==> src/tletok_pkg.sv <==
package tletok_pkg;

  // Default line buffer depth; the valid range is 2 to 62
  localparam int LINE_CAPACITY_DEF = 32;

  // Length and index field of a queued command, wide enough for the largest line
  localparam int LEN_W = 6;

  // Token count field width
  localparam int TCNT_W = 5;

  // Depth of the command queue between the front and the back end
  localparam int Q_DEPTH = 2;

  // Output packing widths
  localparam int OUT_TDATA_W = 16;
  localparam int OUT_TUSER_W = 2;

  // Result channel codes
  localparam logic [1:0] CH_ECHO  = 2'd0;
  localparam logic [1:0] CH_TOKEN = 2'd1;
  localparam logic [1:0] CH_EOL   = 2'd2;

  // Terminal byte codes
  localparam logic [7:0] BS_CHAR    = 8'h08;
  localparam logic [7:0] DEL_CHAR   = 8'h7F;
  localparam logic [7:0] CR_CHAR    = 8'h0D;
  localparam logic [7:0] LF_CHAR    = 8'h0A;
  localparam logic [7:0] SPACE_CHAR = 8'h20;
  localparam logic [7:0] TILDE_CHAR = 8'h7E;

  // Work handed from the front end to the back end
  typedef enum logic [1:0] {
    CMD_APPEND = 2'd0,
    CMD_ERASE  = 2'd1,
    CMD_LINE   = 2'd2
  } cmd_kind_t;

  typedef struct packed {
    cmd_kind_t        kind;
    logic [7:0]       data;   // character to store and echo
    logic             echo;   // echo was on when the byte arrived
    logic [LEN_W-1:0] len;    // store index for append, line length for line end
  } cmd_t;

endpackage

==> src/terminal_line_editor_tokenizer_unit.sv <==
// Terminal line editor with echo and tokenizer.
// Input stream: one received terminal byte per transaction on in_tdata.
// Output stream: echo bytes (tuser 0), token characters (tuser 1, token end
// in tdata bit 8) and an end-of-line item (tuser 2, token count in tdata
// bits 13:9); tlast marks the final result caused by one input byte.
// cfg_wr_en/cfg_wr_data write the echo enable; write it only while idle.
// The front end takes a byte every cycle while its two-entry command queue
// has room; a byte's first result passes through the queue and the output register.
// An appended character is stored and echoed; an erase echoes backspace,
// space, backspace. A line end echoes CR and LF, then walks each stored
// character through the line buffer's registered read port (an address and
// a data state), then emits a flush and an end-of-line item.
// When the receiver stalls, the output register holds its transaction, the
// back end waits and the queue fills, after which in_tready drops.
// Reset empties the line and the queue and turns echo on; no clearing
// pass is needed since only written buffer entries are ever read.
module terminal_line_editor_tokenizer_unit
  import tletok_pkg::*;
#(
  parameter int LINE_CAPACITY = LINE_CAPACITY_DEF
) (
  input  logic        clk,
  input  logic        rst_n,
  input  logic        cfg_wr_en,
  input  logic        cfg_wr_data,   // [0] echo_enable
  input  logic        in_tvalid,
  output logic        in_tready,
  input  logic [7:0]  in_tdata,      // [7:0] rx_byte
  output logic        out_tvalid,
  input  logic        out_tready,
  output logic [15:0] out_tdata,     // [7:0] out_byte, [8] token_end, [13:9] token_count
  output logic [1:0]  out_tuser,     // [1:0] channel
  output logic        out_tlast      // last
);

  logic q_full;
  logic q_empty;
  logic q_push;
  logic q_pop;
  cmd_t q_wdata;
  cmd_t q_rdata;

  tletok_front #(
    .LINE_CAPACITY(LINE_CAPACITY)
  ) u_front (
    .clk        (clk),
    .rst_n      (rst_n),
    .cfg_wr_en  (cfg_wr_en),
    .cfg_wr_data(cfg_wr_data),
    .in_tvalid  (in_tvalid),
    .in_tready  (in_tready),
    .in_tdata   (in_tdata),
    .q_full     (q_full),
    .q_push     (q_push),
    .q_data     (q_wdata)
  );

  tletok_fifo u_queue (
    .clk      (clk),
    .rst_n    (rst_n),
    .push     (q_push),
    .push_data(q_wdata),
    .pop      (q_pop),
    .pop_data (q_rdata),
    .full     (q_full),
    .empty    (q_empty)
  );

  tletok_back #(
    .LINE_CAPACITY(LINE_CAPACITY)
  ) u_back (
    .clk       (clk),
    .rst_n     (rst_n),
    .q_empty   (q_empty),
    .q_data    (q_rdata),
    .q_pop     (q_pop),
    .out_tvalid(out_tvalid),
    .out_tready(out_tready),
    .out_tdata (out_tdata),
    .out_tuser (out_tuser),
    .out_tlast (out_tlast)
  );

endmodule

==> src/tletok_fifo.sv <==
module tletok_fifo
  import tletok_pkg::*;
(
  input  logic clk,
  input  logic rst_n,
  input  logic push,
  input  cmd_t push_data,
  input  logic pop,
  output cmd_t pop_data,
  output logic full,
  output logic empty
);

  localparam int PTR_W = (Q_DEPTH > 1) ? $clog2(Q_DEPTH) : 1;
  localparam int CNT_W = $clog2(Q_DEPTH + 1);

  cmd_t             entry_r [Q_DEPTH];
  logic [PTR_W-1:0] wr_ptr_r;
  logic [PTR_W-1:0] wr_ptr_nxt;
  logic [PTR_W-1:0] rd_ptr_r;
  logic [PTR_W-1:0] rd_ptr_nxt;
  logic [CNT_W-1:0] count_r;
  logic [CNT_W-1:0] count_nxt;
  logic             do_push;
  logic             do_pop;

  assign full     = (count_r == CNT_W'(Q_DEPTH));
  assign empty    = (count_r == '0);
  assign do_push  = push && !full;
  assign do_pop   = pop && !empty;
  assign pop_data = entry_r[rd_ptr_r];

  // Advance pointers with wrap at the queue depth
  always_comb begin
    wr_ptr_nxt = wr_ptr_r;
    rd_ptr_nxt = rd_ptr_r;
    count_nxt  = count_r;
    if (do_push) begin
      wr_ptr_nxt = (wr_ptr_r == PTR_W'(Q_DEPTH - 1)) ? '0 : wr_ptr_r + 1'b1;
    end
    if (do_pop) begin
      rd_ptr_nxt = (rd_ptr_r == PTR_W'(Q_DEPTH - 1)) ? '0 : rd_ptr_r + 1'b1;
    end
    if (do_push && !do_pop) begin
      count_nxt = count_r + 1'b1;
    end else if (do_pop && !do_push) begin
      count_nxt = count_r - 1'b1;
    end
  end

  always_ff @(posedge clk) begin
    if (!rst_n) begin
      wr_ptr_r <= '0;
      rd_ptr_r <= '0;
      count_r  <= '0;
    end else begin
      wr_ptr_r <= wr_ptr_nxt;
      rd_ptr_r <= rd_ptr_nxt;
      count_r  <= count_nxt;
    end
  end

  // Store the incoming command
  always_ff @(posedge clk) begin
    if (do_push) begin
      entry_r[wr_ptr_r] <= push_data;
    end
  end

endmodule

==> src/tletok_front.sv <==
module tletok_front
  import tletok_pkg::*;
#(
  parameter int LINE_CAPACITY = LINE_CAPACITY_DEF
) (
  input  logic       clk,
  input  logic       rst_n,
  input  logic       cfg_wr_en,
  input  logic       cfg_wr_data,
  input  logic       in_tvalid,
  output logic       in_tready,
  input  logic [7:0] in_tdata,
  input  logic       q_full,
  output logic       q_push,
  output cmd_t       q_data
);

  localparam int CNT_W = $clog2(LINE_CAPACITY + 1);

  logic             echo_r;
  logic [CNT_W-1:0] fill_r;
  logic [CNT_W-1:0] fill_nxt;
  logic             accept;
  logic [7:0]       rx_byte;

  assign in_tready = !q_full;
  assign accept    = in_tvalid && in_tready;
  assign rx_byte   = in_tdata;

  // Classify the byte, track the fill level and queue work for the back end
  always_comb begin
    fill_nxt    = fill_r;
    q_push      = 1'b0;
    q_data.kind = CMD_APPEND;
    q_data.data = rx_byte;
    q_data.echo = echo_r;
    q_data.len  = LEN_W'(fill_r);
    if (accept) begin
      if (rx_byte == BS_CHAR || rx_byte == DEL_CHAR) begin
        if (fill_r != '0) begin
          fill_nxt    = fill_r - 1'b1;
          q_push      = echo_r;
          q_data.kind = CMD_ERASE;
        end
      end else if (rx_byte == CR_CHAR || rx_byte == LF_CHAR) begin
        fill_nxt    = '0;
        q_push      = 1'b1;
        q_data.kind = CMD_LINE;
      end else if (rx_byte >= SPACE_CHAR && rx_byte <= TILDE_CHAR) begin
        if (fill_r < CNT_W'(LINE_CAPACITY)) begin
          fill_nxt    = fill_r + 1'b1;
          q_push      = 1'b1;
          q_data.kind = CMD_APPEND;
        end
      end
    end
  end

  always_ff @(posedge clk) begin
    if (!rst_n) begin
      echo_r <= 1'b1;
      fill_r <= '0;
    end else begin
      if (cfg_wr_en) begin
        echo_r <= cfg_wr_data;
      end
      fill_r <= fill_nxt;
    end
  end

endmodule

==> src/tletok_back.sv <==
module tletok_back
  import tletok_pkg::*;
#(
  parameter int LINE_CAPACITY = LINE_CAPACITY_DEF
) (
  input  logic              clk,
  input  logic              rst_n,
  input  logic              q_empty,
  input  cmd_t              q_data,
  output logic              q_pop,
  output logic              out_tvalid,
  input  logic              out_tready,
  output logic [15:0]       out_tdata,
  output logic [1:0]        out_tuser,
  output logic              out_tlast
);

  localparam int CNT_W = $clog2(LINE_CAPACITY + 1);
  localparam int IDX_W = (LINE_CAPACITY > 1) ? $clog2(LINE_CAPACITY) : 1;

  typedef enum logic [6:0] {
    S_IDLE  = 7'b0000001,
    S_ERASE = 7'b0000010,
    S_CRLF  = 7'b0000100,
    S_WADDR = 7'b0001000,
    S_WDATA = 7'b0010000,
    S_FLUSH = 7'b0100000,
    S_EOL   = 7'b1000000
  } state_t;

  state_t            state_r;
  state_t            state_nxt;
  logic [1:0]        seq_r;
  logic [1:0]        seq_nxt;
  logic [CNT_W-1:0]  len_r;
  logic [CNT_W-1:0]  len_nxt;
  logic [CNT_W-1:0]  rd_idx_r;
  logic [CNT_W-1:0]  rd_idx_nxt;
  logic              pend_v_r;
  logic              pend_v_nxt;
  logic [7:0]        pend_c_r;
  logic [7:0]        pend_c_nxt;
  logic [TCNT_W-1:0] count_r;
  logic [TCNT_W-1:0] count_nxt;
  logic [7:0]        rd_data_r;
  logic [7:0]        line_mem [LINE_CAPACITY];

  logic              mem_we;
  logic [IDX_W-1:0]  mem_wa;

  logic              slot_free;
  logic              emit;
  logic [1:0]        e_chan;
  logic [7:0]        e_byte;
  logic              e_tend;
  logic [TCNT_W-1:0] e_cnt;
  logic              e_last;

  logic              out_valid_r;
  logic [1:0]        out_chan_r;
  logic [7:0]        out_byte_r;
  logic              out_tend_r;
  logic [TCNT_W-1:0] out_cnt_r;
  logic              out_last_r;

  assign slot_free = !out_valid_r || out_tready;
  assign q_pop     = (state_r == S_IDLE) && !q_empty && slot_free;
  assign mem_wa    = q_data.len[IDX_W-1:0];

  // Sequence echo output, buffer writes and the token walk
  always_comb begin
    state_nxt  = state_r;
    seq_nxt    = seq_r;
    len_nxt    = len_r;
    rd_idx_nxt = rd_idx_r;
    pend_v_nxt = pend_v_r;
    pend_c_nxt = pend_c_r;
    count_nxt  = count_r;
    mem_we     = 1'b0;
    emit       = 1'b0;
    e_chan     = CH_ECHO;
    e_byte     = 8'h00;
    e_tend     = 1'b0;
    e_cnt      = '0;
    e_last     = 1'b0;
    unique case (state_r)
      S_IDLE: begin
        if (q_pop) begin
          unique case (q_data.kind)
            CMD_APPEND: begin
              mem_we = 1'b1;
              emit   = q_data.echo;
              e_byte = q_data.data;
              e_last = 1'b1;
            end
            CMD_ERASE: begin
              emit      = 1'b1;
              e_byte    = BS_CHAR;
              seq_nxt   = 2'd1;
              state_nxt = S_ERASE;
            end
            CMD_LINE: begin
              len_nxt    = q_data.len[CNT_W-1:0];
              rd_idx_nxt = '0;
              pend_v_nxt = 1'b0;
              count_nxt  = '0;
              if (q_data.echo) begin
                emit      = 1'b1;
                e_byte    = CR_CHAR;
                state_nxt = S_CRLF;
              end else if (q_data.len == '0) begin
                state_nxt = S_EOL;
              end else begin
                state_nxt = S_WADDR;
              end
            end
            default: state_nxt = S_IDLE;
          endcase
        end
      end
      S_ERASE: begin
        if (slot_free) begin
          emit    = 1'b1;
          e_byte  = (seq_r == 2'd1) ? SPACE_CHAR : BS_CHAR;
          e_last  = (seq_r == 2'd2);
          seq_nxt = seq_r + 2'd1;
          if (seq_r == 2'd2) begin
            state_nxt = S_IDLE;
          end
        end
      end
      S_CRLF: begin
        if (slot_free) begin
          emit      = 1'b1;
          e_byte    = LF_CHAR;
          state_nxt = (len_r == '0) ? S_EOL : S_WADDR;
        end
      end
      S_WADDR: begin
        state_nxt = S_WDATA;
      end
      S_WDATA: begin
        if (slot_free) begin
          e_chan = CH_TOKEN;
          e_byte = pend_c_r;
          if (rd_data_r == SPACE_CHAR) begin
            emit       = pend_v_r;
            e_tend     = 1'b1;
            pend_v_nxt = 1'b0;
            if (pend_v_r) begin
              count_nxt = count_r + 1'b1;
            end
          end else begin
            emit       = pend_v_r;
            pend_c_nxt = rd_data_r;
            pend_v_nxt = 1'b1;
          end
          rd_idx_nxt = rd_idx_r + 1'b1;
          state_nxt  = ((rd_idx_r + 1'b1) < len_r) ? S_WADDR : S_FLUSH;
        end
      end
      S_FLUSH: begin
        if (slot_free) begin
          emit       = pend_v_r;
          e_chan     = CH_TOKEN;
          e_byte     = pend_c_r;
          e_tend     = 1'b1;
          pend_v_nxt = 1'b0;
          if (pend_v_r) begin
            count_nxt = count_r + 1'b1;
          end
          state_nxt = S_EOL;
        end
      end
      S_EOL: begin
        if (slot_free) begin
          emit      = 1'b1;
          e_chan    = CH_EOL;
          e_cnt     = count_r;
          e_last    = 1'b1;
          state_nxt = S_IDLE;
        end
      end
      default: state_nxt = S_IDLE;
    endcase
  end

  always_ff @(posedge clk) begin
    if (!rst_n) begin
      state_r  <= S_IDLE;
      seq_r    <= '0;
      pend_v_r <= 1'b0;
    end else begin
      state_r  <= state_nxt;
      seq_r    <= seq_nxt;
      pend_v_r <= pend_v_nxt;
    end
  end

  always_ff @(posedge clk) begin
    len_r    <= len_nxt;
    rd_idx_r <= rd_idx_nxt;
    pend_c_r <= pend_c_nxt;
    count_r  <= count_nxt;
  end

  // Line buffer: one write port, one registered read port
  always_ff @(posedge clk) begin
    if (mem_we) begin
      line_mem[mem_wa] <= q_data.data;
    end
    rd_data_r <= line_mem[rd_idx_r[IDX_W-1:0]];
  end

  // Output register: load on emit, drop once taken
  always_ff @(posedge clk) begin
    if (!rst_n) begin
      out_valid_r <= 1'b0;
    end else if (emit) begin
      out_valid_r <= 1'b1;
    end else if (out_tready) begin
      out_valid_r <= 1'b0;
    end
  end

  always_ff @(posedge clk) begin
    if (emit) begin
      out_chan_r <= e_chan;
      out_byte_r <= e_byte;
      out_tend_r <= e_tend;
      out_cnt_r  <= e_cnt;
      out_last_r <= e_last;
    end
  end

  assign out_tvalid = out_valid_r;
  assign out_tuser  = out_chan_r;
  assign out_tlast  = out_last_r;
  assign out_tdata  = {2'b00, out_cnt_r, out_tend_r, out_byte_r};

endmodule

==> config.mk <==
export PLATFORM = sky130hd
export DESIGN_NAME = terminal_line_editor_tokenizer_unit
export DESIGN_NICKNAME = d
export VERILOG_FILES = /design/src/tletok_pkg.sv /design/src/terminal_line_editor_tokenizer_unit.sv /design/src/tletok_fifo.sv /design/src/tletok_front.sv /design/src/tletok_back.sv
export SDC_FILE = /design/constraint.sdc
export NUM_CORES = 1
export LEC_CHECK = 0
export BUFFER_PORTS_ARGS = -buffer_cell sky130_fd_sc_hd__clkbuf_2
export CAP_MARGIN = 30
export CORE_ASPECT_RATIO = 0.5
export CORE_UTILIZATION = 35
export CTS_BUF_LIST = sky130_fd_sc_hd__clkbuf_16
export CTS_CLUSTER_SIZE = 14
export DETAILED_ROUTE_END_ITERATION = 12
export GPL_ROUTABILITY_DRIVEN = 0
export GPL_TIMING_DRIVEN = 0
export HOLD_SLACK_MARGIN = 0.02
export PLACE_DENSITY = 0.6
export SYNTH_ARGS = -nofsm -noshare
export SYNTH_HDL_FRONTEND = slang
export SYNTH_SLANG_ARGS = --single-unit
export TNS_END_PERCENT = 100
==> constraint.sdc <==
create_clock -name clk -period 3.05 [get_ports clk]
set_input_delay 0.305 -clock clk [delete_from_list [all_inputs] [get_ports clk]]
set_output_delay 0.305 -clock clk [all_outputs]
set_load 0.01 [all_outputs]
==> metrics.txt <==
fin cells 1516; global route total overflow 0; max incr delay on CP 0.54 ns; die height 148 microns; Synth Flop Type edfxtp_1; Crit. End Element register; gr usage total 15.2%; WHS Endpoint u_queue.entry_r[0][14]; CP cell instances or3_4, or4_4, nor3_4, buf_4, buf_4, nand3_4, nor2_4; DR iter-0 viols 750; Final setup viols 0; Core ar. 41200 sq um; worst reg2reg setup slack 0.13 ns; P&R area growth vs syn 16.2%; WL final 32200 microns; share of layout cells above drive strength 1 27.5%; nets 956; highest achievable clock rate 0.342 GHz; average size of a mapped cell 17.7 sq um; vias in the first global route 8128; hpwl dp 21500 microns; Layout Utilization 42.0%; Die W 294 microns; vias per cell 5.26; clk_lat worst skew 0.53 ns; clock-pin slew on the worst setup and hold paths 0.06 ns; Distinct cells, synth 64; peak fanout along the critical path 8; Reg-to-Reg End u_back.line_mem[8][5]; initial antenna violation count 0; Req. time, crit path 3.24 ns; I/O pin cnt 35; launching point of the worst reg2reg path u_back.state_r[4]; most common cell after layout, fill and taps aside edfxtp_1; Die ar. 43400 sq um; vias 7969; Final ANT Viol Nets 0; status finished, final reports clean; Post-synth EDFFs 332; total clock sinks 363; Hold Crit Start in_tdata[7]; Leak 5.55 nW; most frequent cells in the layout edfxtp_1, mux4_2, clkbuf_2, clkbuf_16, nand2_1; number of max-cap violations 0; Reg area 10600 sq um; post-synthesis sequential area ratio 71.2%; fillers 3549; multi-input logic area 4270 sq um; CTS H-tree lvls 2; DP Cell Count 1441; TritonCTS clock tree yes; Port Buffer Count 32; most used cell, CP buf_4; clock root buffer clkbuf_16; Worst Hold Class in2reg; final instance area 17300 sq um; dpl cell area 15800 sq um; Yosys reg bits 363; R2R depth 7; slew margin rel. 40.4%; critical path's slowest cell or4_4; Tmin final 2.92 ns; first-pass iteration count of the detailed router 5; Slew Limit Fails 0; # diodes 0; pin count of the biggest net entering global routing 34; first-pass GRT wire length 49200 microns; Final Hold Viols 0; Synth async-reset ratio 0%; Initial Util 36.1%; Synth Cell Area 14900 sq um; Synth warnings 0; Cells after Synth 839; setup ws final 0.126 ns; Slew @ Worst Pin 0.894 ns; Setup CP Type reg2reg; Place WS -1.20 ns; depth of the worst hold-timing path 1; skew final 0.0164 ns; worst hold slack 0.0455 ns; # DRC 0; Bufs on Longest Clock Path 3; pwr dens 738 nW/um^2; VDD IR-drop max 322 uV; row count 52; Arrival @ worst endpoint 3.12 ns; Final Cycle Share 95.9%; critical path launch point type register; WL/cell 21.2 microns; Num CTS Buffers 37
## power by group
group,total (mW),internal (mW),switching (mW)
Clock,4.27,2.46,1.81
Combinational,2.30,0.806,1.50
Sequential,6.18,6.02,0.157
Total,12.8,9.29,3.46
## worst max path at each step
stage                     depth (start not counted)                     end  slack (ns)         startpoint
final                                             7   u_back.line_mem[8][5]        0.13  u_back.state_r[4]
after global routing                              7  u_back.line_mem[15][4]       -0.01  u_back.state_r[4]
after CTS                                         5  u_back.line_mem[28][3]       -0.10  u_back.state_r[4]
after detailed placement                          8  u_back.line_mem[19][5]       -1.20           register
after global placement                            8  u_back.line_mem[11][2]       -1.05           register
after floorplan                                  10   u_back.line_mem[2][0]        0.08           register
## worst max-delay path, delay by kind of cell, from the launching register on
kind | cells | cell delay (ns)
buffers and inverters | 2 | 0.31
DFF | 1 | 0.38
and+or+nand+nor | 5 | 1.90
## cell usage after synthesis (all sizes together), types with 4 or more instances
cell type	number	area (sq um)
nor2b	6	37.5
and2	17	106
dfxtp	31	621
a21boi	5	37.5
nand4	7	43.8
and3	5	31.3
a21oi	20	100
or4	4	33.8
nor2	61	249
xor2	8	70.1
inv	21	78.8
edfxtp	332	9970
mux2	20	225
clkbuf	26	97.6
buf	13	72.6
o21a	4	30.0
mux4	80	1800
xnor2	5	43.8
nor4	10	62.6
nand3	14	70.1
nor3	10	61.3
mux2i	9	90.1
nand2b	12	75.1
ha	18	225
or3	6	42.5
nand2	34	130
o21ai	11	55.1
## metrics by stage
step	total power, mW	setup TNS, ns
after global placement	8.33	-248.13
after CTS	12.8	-2.38
after detailed placement	8.42	-252.10
after floorplan	7.62	0
after global routing	13.3	-0.0950
final	12.8	0
## sequential cells by signal (all words and copies together), names as in the netlist, 2 cells and up, named ones only
| signal | flops |
|---|---|
| u_back.count_r | 5 |
| u_back.line_mem | 256 |
| u_queue.entry_r | 34 |
| u_front.fill_r | 6 |
| u_back.len_r | 6 |
| u_back.seq_r | 2 |
| u_back.out_byte_r | 8 |
| u_queue.count_r | 2 |
| u_back.out_tuser | 2 |
| u_back.state_r | 7 |
| u_back.rd_data_r | 8 |
| u_back.rd_idx_r | 6 |
| u_back.out_cnt_r | 5 |
| u_back.pend_c_r | 8 |
## kinds of logic (layout without fill, tap and decap cells)
group | after synthesis | after routing | synth area share, %
multiplexers | 109 | 109 | 14.2
flip-flops | 363 | 363 | 71.2
AO/OA/AOI/OAI | 80 | 80 | 3.81
XOR/XNOR | 13 | 13 | 0.765
AND/OR/NAND/NOR | 195 | 195 | 6.80
buffers and inverters | 60 | 169 | 1.67
other | 1 | 2 | 0.0252
adder cells (fa/ha/maj) | 18 | 18 | 1.51
## layer usage
| layer | wire length (microns) | track usage (%) | up-vias |
|---|---|---|---|
| met5 | 0 | 0 | - |
| met4 | 656 | 3.91 | 0 |
| met3 | 2220 | 3.61 | 48 |
| met2 | 14800 | 23.7 | 281 |
| met1 | 14500 | 21.4 | 4125 |
| li1 | - | - | 3515 |
## layout make-up
type                    count  share of cell area (%)
plain buffers              35                    1.01
clock buffers              37                    5.36
clock inverters            27                    1.19
inverters                  21                   0.456
multi-input cells         417                    24.7
flip-flops and latches    363                    61.3
well taps                 567                    4.10
repair buffers             49                    1.91
## timing repair
item                                   CTS  global route
setup endpoints to repair              304           235
pin swaps                                3             3
setup buffers                            5             5
hold buffers                             5             0
resized for setup                       57            17
endpoints found under the hold margin    6             0
No activity file was read; power rests on OpenSTA's default activity.
